$ cat config.mk
export PLATFORM = sky130hd
export DESIGN_NAME = segmentation_error_map_top
export DESIGN_NICKNAME = d
export VERILOG_FILES = /design/src/rtl/core/segerr_pkg.sv /design/src/rtl/core/segmentation_error_map_top.sv /design/src/rtl/core/segerr_pixel.sv /design/src/rtl/core/segerr_counters.sv
export SDC_FILE = /design/constraint.sdc
export NUM_CORES = 1
export LEC_CHECK = 0
export ABC_AREA = 0
export BUFFER_PORTS_ARGS = -buffer_cell sky130_fd_sc_hd__clkbuf_2
export CAP_MARGIN = 20
export CELL_PAD_IN_SITES_DETAIL_PLACEMENT = 0
export CELL_PAD_IN_SITES_GLOBAL_PLACEMENT = 1
export CORE_MARGIN = 4
export CORE_UTILIZATION = 47
export DETAILED_ROUTE_END_ITERATION = 10
export HOLD_SLACK_MARGIN = 0.02
export PLACE_DENSITY = 0.86
export SYNTH_ARGS = -nofsm -noshare
export SYNTH_HDL_FRONTEND = slang
export SYNTH_SLANG_ARGS = --single-unit
$ cat constraint.sdc
create_clock -name i_clk -period 9.5 [get_ports i_clk]
set_input_delay 2.375 -clock i_clk [delete_from_list [all_inputs] [get_ports i_clk]]
set_output_delay 2.375 -clock i_clk [all_outputs]
set_load 0.01 [all_outputs]
$ cat src/rtl/core/segerr_pkg.sv
// shared constants and types of the segmentation error map
`default_nettype none

package segerr_pkg;

    localparam int unsigned LABEL_W = 8;
    localparam int unsigned PIX_W   = 8;
    localparam int unsigned ALPHA_W = 9;
    localparam int unsigned CLS_W   = 2;
    localparam int unsigned CNT_W   = 25;

    localparam int unsigned NUM_CLASSES_DEF = 3;

    localparam logic [ALPHA_W-1:0] ALPHA_RESET = ALPHA_W'(141);
    // 1.0 in q8
    localparam logic [ALPHA_W-1:0] ALPHA_ONE   = ALPHA_W'(256);

    localparam longint unsigned MAX_FRAME_PIXELS = 64'd16777216;
    localparam longint unsigned CNT_MAX          = (64'd1 << CNT_W) - 64'd1;
    localparam logic [CNT_W-1:0] CNT_CAP =
        (MAX_FRAME_PIXELS > CNT_MAX) ? CNT_W'(CNT_MAX) : CNT_W'(MAX_FRAME_PIXELS);

    localparam logic KIND_PIXEL = 1'b0;
    localparam logic KIND_STATS = 1'b1;

    localparam logic [PIX_W-1:0] MARK_ON  = '1;
    localparam logic [PIX_W-1:0] MARK_OFF = '0;

    typedef struct packed {
        logic [PIX_W-1:0] blue;
        logic [PIX_W-1:0] green;
        logic [PIX_W-1:0] red;
    } t_rgb;

    typedef struct packed {
        logic [CNT_W-1:0] hit;
        logic [CNT_W-1:0] false_alarm;
        logic [CNT_W-1:0] miss;
    } t_counts;

endpackage

`default_nettype wire

$ cat src/rtl/core/segmentation_error_map_top.sv
// top level of the segmentation error map with overlay and class statistics
//
//  channel | direction | handshake                  | payload
//  --------+-----------+----------------------------+-------------------------------------
//  in      | sink      | i_in_valid / o_in_ready    | labels, gray level, frame end
//  out     | source    | o_out_valid / i_out_ready  | kind, error and overlay color, counts
//  cfg     | sink      | i_cfg_valid / o_cfg_ready  | alpha_q8
//
// one pixel per clock while the output is not stalled and no statistics are being sent;
// a request passes the input register and then the output register before it leaves
// a frame end pixel is followed by NUM_CLASSES statistics results from the counter bank,
// one per cycle unless the output stalls; the input register holds one pixel meanwhile
// i_out_ready low freezes the output register, the input register still takes one pixel
// synchronous reset clears counters and valids and sets alpha_q8 to 141
`default_nettype none

module segmentation_error_map_top #(
    parameter int unsigned NUM_CLASSES = segerr_pkg::NUM_CLASSES_DEF
) (
    input  wire logic                             i_clk,
    input  wire logic                             i_rst_n,
    input  wire logic                             i_in_valid,
    output logic                                  o_in_ready,
    input  wire logic [segerr_pkg::LABEL_W-1:0]   i_predicted_label,
    input  wire logic [segerr_pkg::LABEL_W-1:0]   i_truth_label,
    input  wire logic [segerr_pkg::PIX_W-1:0]     i_gray_level,
    input  wire logic                             i_frame_end,
    input  wire logic                             i_cfg_valid,
    output logic                                  o_cfg_ready,
    input  wire logic [segerr_pkg::ALPHA_W-1:0]   i_cfg_alpha_q8,
    output logic                                  o_out_valid,
    input  wire logic                             i_out_ready,
    output logic                                  o_result_kind,
    output logic [segerr_pkg::PIX_W-1:0]          o_err_blue,
    output logic [segerr_pkg::PIX_W-1:0]          o_err_green,
    output logic [segerr_pkg::PIX_W-1:0]          o_err_red,
    output logic [segerr_pkg::PIX_W-1:0]          o_over_blue,
    output logic [segerr_pkg::PIX_W-1:0]          o_over_green,
    output logic [segerr_pkg::PIX_W-1:0]          o_over_red,
    output logic [segerr_pkg::CLS_W-1:0]          o_class_index,
    output logic [segerr_pkg::CNT_W-1:0]          o_hit_count,
    output logic [segerr_pkg::CNT_W-1:0]          o_false_alarm_count,
    output logic [segerr_pkg::CNT_W-1:0]          o_miss_count,
    output logic                                  o_last_result
);

    localparam int unsigned IDX_W = (NUM_CLASSES > 1) ? $clog2(NUM_CLASSES) : 1;

    // input register
    logic                           r_s1_valid;
    logic [segerr_pkg::LABEL_W-1:0] r_s1_pred;
    logic [segerr_pkg::LABEL_W-1:0] r_s1_truth;
    logic [segerr_pkg::PIX_W-1:0]   r_s1_gray;
    logic                           r_s1_fe;

    logic [segerr_pkg::ALPHA_W-1:0] r_alpha;

    // statistics sequencer
    logic                           r_stat_active;
    logic [IDX_W-1:0]               r_stat_idx;
    logic                           stat_last;
    logic [IDX_W:0]                 stat_num;

    // output register
    logic                           r_out_valid;
    logic                           r_out_kind;
    segerr_pkg::t_rgb               r_out_err;
    segerr_pkg::t_rgb               r_out_over;
    logic [segerr_pkg::CLS_W-1:0]   r_out_class;
    segerr_pkg::t_counts            r_out_counts;
    logic                           r_out_last;

    logic                           out_load;
    logic                           pix_load;
    logic                           stat_load;

    segerr_pkg::t_rgb               pix_err;
    segerr_pkg::t_rgb               pix_over;
    logic [NUM_CLASSES-1:0]         pix_hit;
    logic [NUM_CLASSES-1:0]         pix_fa;
    logic [NUM_CLASSES-1:0]         pix_miss;
    segerr_pkg::t_counts            sel_counts;

    assign out_load   = !r_out_valid || i_out_ready;
    assign stat_load  = out_load && r_stat_active;
    assign pix_load   = out_load && !r_stat_active && r_s1_valid;
    assign o_in_ready = !r_s1_valid || pix_load;
    assign o_cfg_ready = 1'b1;

    assign stat_last = (r_stat_idx == IDX_W'(NUM_CLASSES - 1));
    assign stat_num  = {1'b0, r_stat_idx} + (IDX_W + 1)'(1);

    segerr_pixel #(
        .NUM_CLASSES (NUM_CLASSES)
    ) u_pixel (
        .i_predicted_label (r_s1_pred),
        .i_truth_label     (r_s1_truth),
        .i_gray_level      (r_s1_gray),
        .i_alpha_q8        (r_alpha),
        .o_err             (pix_err),
        .o_over            (pix_over),
        .o_hit             (pix_hit),
        .o_false_alarm     (pix_fa),
        .o_miss            (pix_miss)
    );

    segerr_counters #(
        .NUM_CLASSES (NUM_CLASSES),
        .IDX_W       (IDX_W)
    ) u_counters (
        .i_clk         (i_clk),
        .i_rst_n       (i_rst_n),
        .i_count_en    (pix_load),
        .i_hit         (pix_hit),
        .i_false_alarm (pix_fa),
        .i_miss        (pix_miss),
        .i_clear       (stat_load),
        .i_sel         (r_stat_idx),
        .o_counts      (sel_counts)
    );

    always_ff @(posedge i_clk) begin
        if (!i_rst_n) begin
            r_alpha <= segerr_pkg::ALPHA_RESET;
        end else if (i_cfg_valid && o_cfg_ready) begin
            r_alpha <= i_cfg_alpha_q8;
        end
    end

    always_ff @(posedge i_clk) begin
        if (!i_rst_n) begin
            r_s1_valid <= 1'b0;
        end else if (o_in_ready) begin
            r_s1_valid <= i_in_valid;
        end
    end

    always_ff @(posedge i_clk) begin
        if (o_in_ready && i_in_valid) begin
            r_s1_pred  <= i_predicted_label;
            r_s1_truth <= i_truth_label;
            r_s1_gray  <= i_gray_level;
            r_s1_fe    <= i_frame_end;
        end
    end

    always_ff @(posedge i_clk) begin
        if (!i_rst_n) begin
            r_stat_active <= 1'b0;
            r_stat_idx    <= '0;
        end else if (stat_load) begin
            if (stat_last) begin
                r_stat_active <= 1'b0;
                r_stat_idx    <= '0;
            end else begin
                r_stat_idx <= r_stat_idx + 1'b1;
            end
        end else if (pix_load && r_s1_fe) begin
            r_stat_active <= 1'b1;
            r_stat_idx    <= '0;
        end
    end

    always_ff @(posedge i_clk) begin
        if (!i_rst_n) begin
            r_out_valid <= 1'b0;
        end else if (out_load) begin
            r_out_valid <= r_stat_active || r_s1_valid;
        end
    end

    always_ff @(posedge i_clk) begin
        if (stat_load) begin
            r_out_kind   <= segerr_pkg::KIND_STATS;
            r_out_err    <= '0;
            r_out_over   <= '0;
            r_out_class  <= stat_num[segerr_pkg::CLS_W-1:0];
            r_out_counts <= sel_counts;
            r_out_last   <= stat_last;
        end else if (pix_load) begin
            r_out_kind   <= segerr_pkg::KIND_PIXEL;
            r_out_err    <= pix_err;
            r_out_over   <= pix_over;
            r_out_class  <= '0;
            r_out_counts <= '0;
            r_out_last   <= !r_s1_fe;
        end
    end

    assign o_out_valid         = r_out_valid;
    assign o_result_kind       = r_out_kind;
    assign o_err_blue          = r_out_err.blue;
    assign o_err_green         = r_out_err.green;
    assign o_err_red           = r_out_err.red;
    assign o_over_blue         = r_out_over.blue;
    assign o_over_green        = r_out_over.green;
    assign o_over_red          = r_out_over.red;
    assign o_class_index       = r_out_class;
    assign o_hit_count         = r_out_counts.hit;
    assign o_false_alarm_count = r_out_counts.false_alarm;
    assign o_miss_count        = r_out_counts.miss;
    assign o_last_result       = r_out_last;

endmodule

`default_nettype wire

$ cat src/rtl/core/segerr_pixel.sv
// per-pixel class marks, error color and alpha blended overlay
`default_nettype none

module segerr_pixel #(
    parameter int unsigned NUM_CLASSES = segerr_pkg::NUM_CLASSES_DEF
) (
    input  wire logic [segerr_pkg::LABEL_W-1:0] i_predicted_label,
    input  wire logic [segerr_pkg::LABEL_W-1:0] i_truth_label,
    input  wire logic [segerr_pkg::PIX_W-1:0]   i_gray_level,
    input  wire logic [segerr_pkg::ALPHA_W-1:0] i_alpha_q8,
    output segerr_pkg::t_rgb                    o_err,
    output segerr_pkg::t_rgb                    o_over,
    output logic [NUM_CLASSES-1:0]              o_hit,
    output logic [NUM_CLASSES-1:0]              o_false_alarm,
    output logic [NUM_CLASSES-1:0]              o_miss
);

    localparam int unsigned SUM_W = 2 * segerr_pkg::PIX_W + 1;

    logic                           pm;
    logic                           tm;
    logic [segerr_pkg::ALPHA_W-1:0] alpha;
    logic [segerr_pkg::ALPHA_W-1:0] inv_alpha;
    logic [SUM_W-1:0]               base;
    logic [SUM_W-1:0]               err_term;
    logic [SUM_W-1:0]               sum_b;
    logic [SUM_W-1:0]               sum_g;
    logic [SUM_W-1:0]               sum_r;
    logic                           any_err;

    always_comb begin
        for (int c = 0; c < NUM_CLASSES; c++) begin
            pm = (i_predicted_label == segerr_pkg::LABEL_W'(c + 1));
            tm = (i_truth_label == segerr_pkg::LABEL_W'(c + 1));
            o_hit[c]         = pm && tm;
            o_false_alarm[c] = pm && !tm;
            o_miss[c]        = !pm && tm;
        end
    end

    assign o_err.green = (|o_hit)         ? segerr_pkg::MARK_ON : segerr_pkg::MARK_OFF;
    assign o_err.red   = (|o_false_alarm) ? segerr_pkg::MARK_ON : segerr_pkg::MARK_OFF;
    assign o_err.blue  = (|o_miss)        ? segerr_pkg::MARK_ON : segerr_pkg::MARK_OFF;
    assign any_err     = (|o_hit) || (|o_false_alarm) || (|o_miss);

    assign alpha     = (i_alpha_q8 > segerr_pkg::ALPHA_ONE) ? segerr_pkg::ALPHA_ONE
                                                            : i_alpha_q8;
    assign inv_alpha = segerr_pkg::ALPHA_ONE - alpha;

    // (256-a)*gray + 128 is shared by all channels, a marked channel adds a*255
    assign base     = SUM_W'(inv_alpha) * SUM_W'(i_gray_level) + SUM_W'(128);
    assign err_term = SUM_W'({alpha, 8'b0}) - SUM_W'(alpha);

    assign sum_b = base + ((|o_miss)        ? err_term : '0);
    assign sum_g = base + ((|o_hit)         ? err_term : '0);
    assign sum_r = base + ((|o_false_alarm) ? err_term : '0);

    // sums never exceed 255*256+128, so no clamp is needed
    assign o_over.blue  = any_err ? sum_b[2*segerr_pkg::PIX_W-1:segerr_pkg::PIX_W]
                                  : i_gray_level;
    assign o_over.green = any_err ? sum_g[2*segerr_pkg::PIX_W-1:segerr_pkg::PIX_W]
                                  : i_gray_level;
    assign o_over.red   = any_err ? sum_r[2*segerr_pkg::PIX_W-1:segerr_pkg::PIX_W]
                                  : i_gray_level;

endmodule

`default_nettype wire

$ cat src/rtl/core/segerr_counters.sv
// saturating per-class hit, false alarm and miss counters
`default_nettype none

module segerr_counters #(
    parameter int unsigned NUM_CLASSES = segerr_pkg::NUM_CLASSES_DEF,
    parameter int unsigned IDX_W       = (NUM_CLASSES > 1) ? $clog2(NUM_CLASSES) : 1
) (
    input  wire logic                   i_clk,
    input  wire logic                   i_rst_n,
    input  wire logic                   i_count_en,
    input  wire logic [NUM_CLASSES-1:0] i_hit,
    input  wire logic [NUM_CLASSES-1:0] i_false_alarm,
    input  wire logic [NUM_CLASSES-1:0] i_miss,
    input  wire logic                   i_clear,
    input  wire logic [IDX_W-1:0]       i_sel,
    output segerr_pkg::t_counts         o_counts
);

    logic [segerr_pkg::CNT_W-1:0] r_hit  [NUM_CLASSES];
    logic [segerr_pkg::CNT_W-1:0] r_fa   [NUM_CLASSES];
    logic [segerr_pkg::CNT_W-1:0] r_miss [NUM_CLASSES];

    always_ff @(posedge i_clk) begin
        if (!i_rst_n) begin
            for (int c = 0; c < NUM_CLASSES; c++) begin
                r_hit[c]  <= '0;
                r_fa[c]   <= '0;
                r_miss[c] <= '0;
            end
        end else begin
            for (int c = 0; c < NUM_CLASSES; c++) begin
                if (i_clear && (i_sel == IDX_W'(c))) begin
                    r_hit[c]  <= '0;
                    r_fa[c]   <= '0;
                    r_miss[c] <= '0;
                end else if (i_count_en) begin
                    if (i_hit[c] && (r_hit[c] < segerr_pkg::CNT_CAP)) begin
                        r_hit[c] <= r_hit[c] + 1'b1;
                    end
                    if (i_false_alarm[c] && (r_fa[c] < segerr_pkg::CNT_CAP)) begin
                        r_fa[c] <= r_fa[c] + 1'b1;
                    end
                    if (i_miss[c] && (r_miss[c] < segerr_pkg::CNT_CAP)) begin
                        r_miss[c] <= r_miss[c] + 1'b1;
                    end
                end
            end
        end
    end

    assign o_counts.hit         = r_hit[i_sel];
    assign o_counts.false_alarm = r_fa[i_sel];
    assign o_counts.miss        = r_miss[i_sel];

endmodule

`default_nettype wire

==> key figures <==
Synth
  – Yosys warnings: 0
  – Seq/Total Area, Yosys: 46.8%
  – Post-synth EDFFs: 328
  – Unique masters post-synth: 87
  – Cells after Synth: 2,331
  – Syn Std Cell Area: 22,900 sq um
  – FFs w/ async S/R, synth: 0%
  – Number of synthesized register bits: 372
  – Syn nets: 2,505
  – Most used DFF post-synth: edfxtp_1
  – Post-Syn Area per Cell: 9.83 sq um

Route
  – DR vias/cell: 5.56
  – DRC viols: 0
  – Initial DRC Count: 1,330
  – Final wirelength: 55,700 um
  – ANT nets after route: 0
  – WL/cell: 18.0 um
  – DR vias: 17,182
  – DRT Pass-1 Iters: 5

Setup path
  – Critical path capture point type: flip-flop
  – Critical path arrival: 8860 ps
  – R2r endpoint: o_over_green[7]
  – Setup crit start: r_alpha[8]
  – R2R depth: 27
  – Critical-path maximum fanout: 25
  – Worst R2R Start: r_alpha[8]
  – CP endpoint: o_over_green[7]
  – Critical Path RT: 9950 ps
  – Register-to-register setup slack: 1090 ps
  – Critical path class: flip-flop to flip-flop
  – CP Launch Type: flip-flop

STA
  – Rel. slew slack: 33.1%
  – Worst-Margin Slew: 1000 ps
  – Final number of hold-violating endpoints: 0
  – Worst hold slack: 473 ps
  – Post-layout min period: 8410 ps
  – Final period utilization: 88.6%
  – Slew Limit Fails: 0
  – Endpoints failing setup: 0
  – Setup Skew: 33.6 ps
  – Final setup TNS: 0 ps
  – F_max: 0.119 GHz
  – Final setup margin: 1090 ps
  – RSZ-0062 raised after global routing: false

Clock network
  – Clock transition at path regs: 60 ps
  – Clock buffer depth: 3
  – CTS Root Cell: clkbuf_16
  – Post-cts sizing count: 0
  – Hold buffers post-CTS: 0
  – H-tree depth: 2
  – Clk sink count: 372
  – Clock latency on the worst-skew pair: 600 ps
  – Post-CTS setup buffers: 0
  – CTS tree: yes
  – Num CTS Buffers: 43

Placed design
  – Pre-CTS WS: 1220 ps
  – Port-buffer cells: 167
  – GP Congestion: 0.873
  – Placed cells: 3,000
  – Dpl hpwl: 39,400 um

Pwr
  – PD cells: 222 nW/um^2
  – Max VDD drop: 166 uV
  – Static leakage: 9.79 nW
  – Overall Power: 0.00571 W

Run
  – Max-cap violations: 0

Cells and area
  – Share of layout cells above drive strength 1: 11.7%
  – P&R area growth vs syn: 12.3%
  – Diodes inserted: 0
  – # fillers: 4,216
  – Final cell count without fillers: 3,089
  – Final net count: 2,613

Global routing
  – Total track usage: 20.7%
  – Vias in the first global route: 16,933
  – Grt ovf: 0
  – First-pass GRT wire length: 89,500 um
  – Initial antenna violation count: 0
  – Pin count of the biggest net entering global routing: 94

Floorplan
  – Die ar.: 52,400 sq um
  – Rows: 80
  – Core ar.: 47,900 sq um
  – Die height: 229 um
  – Num ports: 169
  – Chip width: 229 um
  – Starting Density: 47.8%

Run status
  – Outcome: complete, no violations

Min path
  – Worst hold path class: flip-flop to flip-flop
-- cell type report --
cell class              count  area [sq um]  share of cell area (%)
repair buffers            188          1150                    4.46
clock buffers              60          1200                    4.66
multi-input cells        1735         11300                    43.8
inverters                  99           372                    1.44
well taps                 615           769                    2.99
flip-flops and latches    372         10700                    41.7
clock inverters            20           241                   0.938
-- synth_stat cells, types with 18 or more instances --
cell	n	area (sq um)
and3_1	52	325
mux2i_1	83	831
nor2_1	484	1820
edfxtp_1	328	9850
or3_1	18	113
inv_1	99	372
nor3_1	26	130
buf_4	22	165
xnor2_1	94	823
xor2_1	126	1100
clkbuf_1	85	319
nand4_1	29	181
dfxtp_1	44	881
a21oi_1	121	606
nand3_1	101	505
ha_1	93	1160
nand2_1	163	612
o21ai_0	45	225
nor2b_1	31	194
and2_1	56	350
fa_1	42	841
-- routing by layer --
| metal | GRT usage [%] | vias up | part of all wire [%] |
|---|---|---|---|
| met5 | 0 | - | 0 |
| met4 | 4.66 | 0 | 1.8 |
| met3 | 3.34 | 73 | 5.2 |
| met2 | 34.7 | 435 | 48 |
| met1 | 28.4 | 8400 | 45 |
| li1 | - | 8274 | - |
-- power by group --
group	total (W)	switching, W	internal, W	leakage [nW]
Combinational	0.00203	0.00120	0.000826	5.36
Sequential	0.00198	0.0000946	0.00188	3.72
Clock	0.00170	0.000697	0.00100	0.712
Total	0.00571	0.00200	0.00371	9.79
-- kinds of logic (layout without fill, tap and decap cells) --
group | count (synthesis) | after routing | share of synthesized area, %
other | 1 | 1 | 0.0164
AO/OA/AOI/OAI | 270 | 270 | 7.37
multiplexers | 84 | 84 | 3.67
buffers and inverters | 224 | 367 | 4.13
XOR/XNOR | 221 | 221 | 8.48
AND/OR/NAND/NOR | 1024 | 1024 | 20.8
flip-flops | 372 | 372 | 46.8
adder cells (fa/ha/maj) | 135 | 135 | 8.75
-- how the worst min path moves through the flow --
stage               cells past startpoint           from  slack, ps             to
floorplan                               2  o_result_kind        490  o_result_kind
global placement                        2  o_result_kind        460  o_result_kind
detailed placement                      2  o_result_kind        470  o_result_kind
CTS                                     2  o_result_kind        480  o_result_kind
global route                            2  o_result_kind        510  o_result_kind
finish                                  2  o_result_kind        470  o_result_kind
-- registers in the layout, indices dropped and copies added (netlist names), 2 cells and up, named ones only --
signal	cells
u_counters.r_fa	75
u_counters.r_hit	75
u_counters.r_miss	75
o_false_alarm_count	25
o_hit_count	25
o_miss_count	25
r_alpha	9
o_over_blue	8
o_over_green	8
o_over_red	8
r_s1_gray	8
r_s1_pred	8
r_s1_truth	8
o_class_index	2
r_stat_idx	2
-- cell usage in the layout, fill, tap and decap left out, drive strengths merged, types with 5 or more instances in the layout --
cell	count
xnor2	94
nor2b	31
a31oi	14
o21a	14
xor2	127
or3	20
a21oi	123
and2	56
nor3	28
clkinv	12
nand2b	11
and4	14
mux2i	83
nor2	484
fa	42
o311ai	6
dfxtp	44
a21boi	6
nand4	29
buf	21
nor4	10
nand2	163
o21ai	50
edfxtp	328
inv	103
and3	52
a211oi	14
a311oi	5
ha	93
clkbuf	227
nand3	101
or2	7
-- metrics by stage --
step	utilization (%)	area, sq um
after CTS	53.2	25500
after global routing	53.7	25700
final	53.7	25700
after global placement	50.2	24100
after detailed placement	50.2	24100
after floorplan	-	22900
-- worst max-delay path: stages, from the launching register on --
cell,delay [ps]
dfxtp_1,870
nor2b_1,370
inv_1,130
ha_1,410
xor2_1,580
nand2_1,190
fa_1,550
fa_1,490
inv_1,60
fa_1,520
inv_1,50
fa_1,520
inv_1,40
ha_1,340
nand2_1,90
a2bb2oi_1,300
a21boi_0,520
ha_1,270
and4_1,190
o21ai_0,100
a211o_1,290
o211a_1,250
a211oi_2,290
o221ai_1,220
nand4b_1,150
o21ai_0,110
a311oi_1,260
a21oi_1,90
Power figures use the tool's default switching activity.
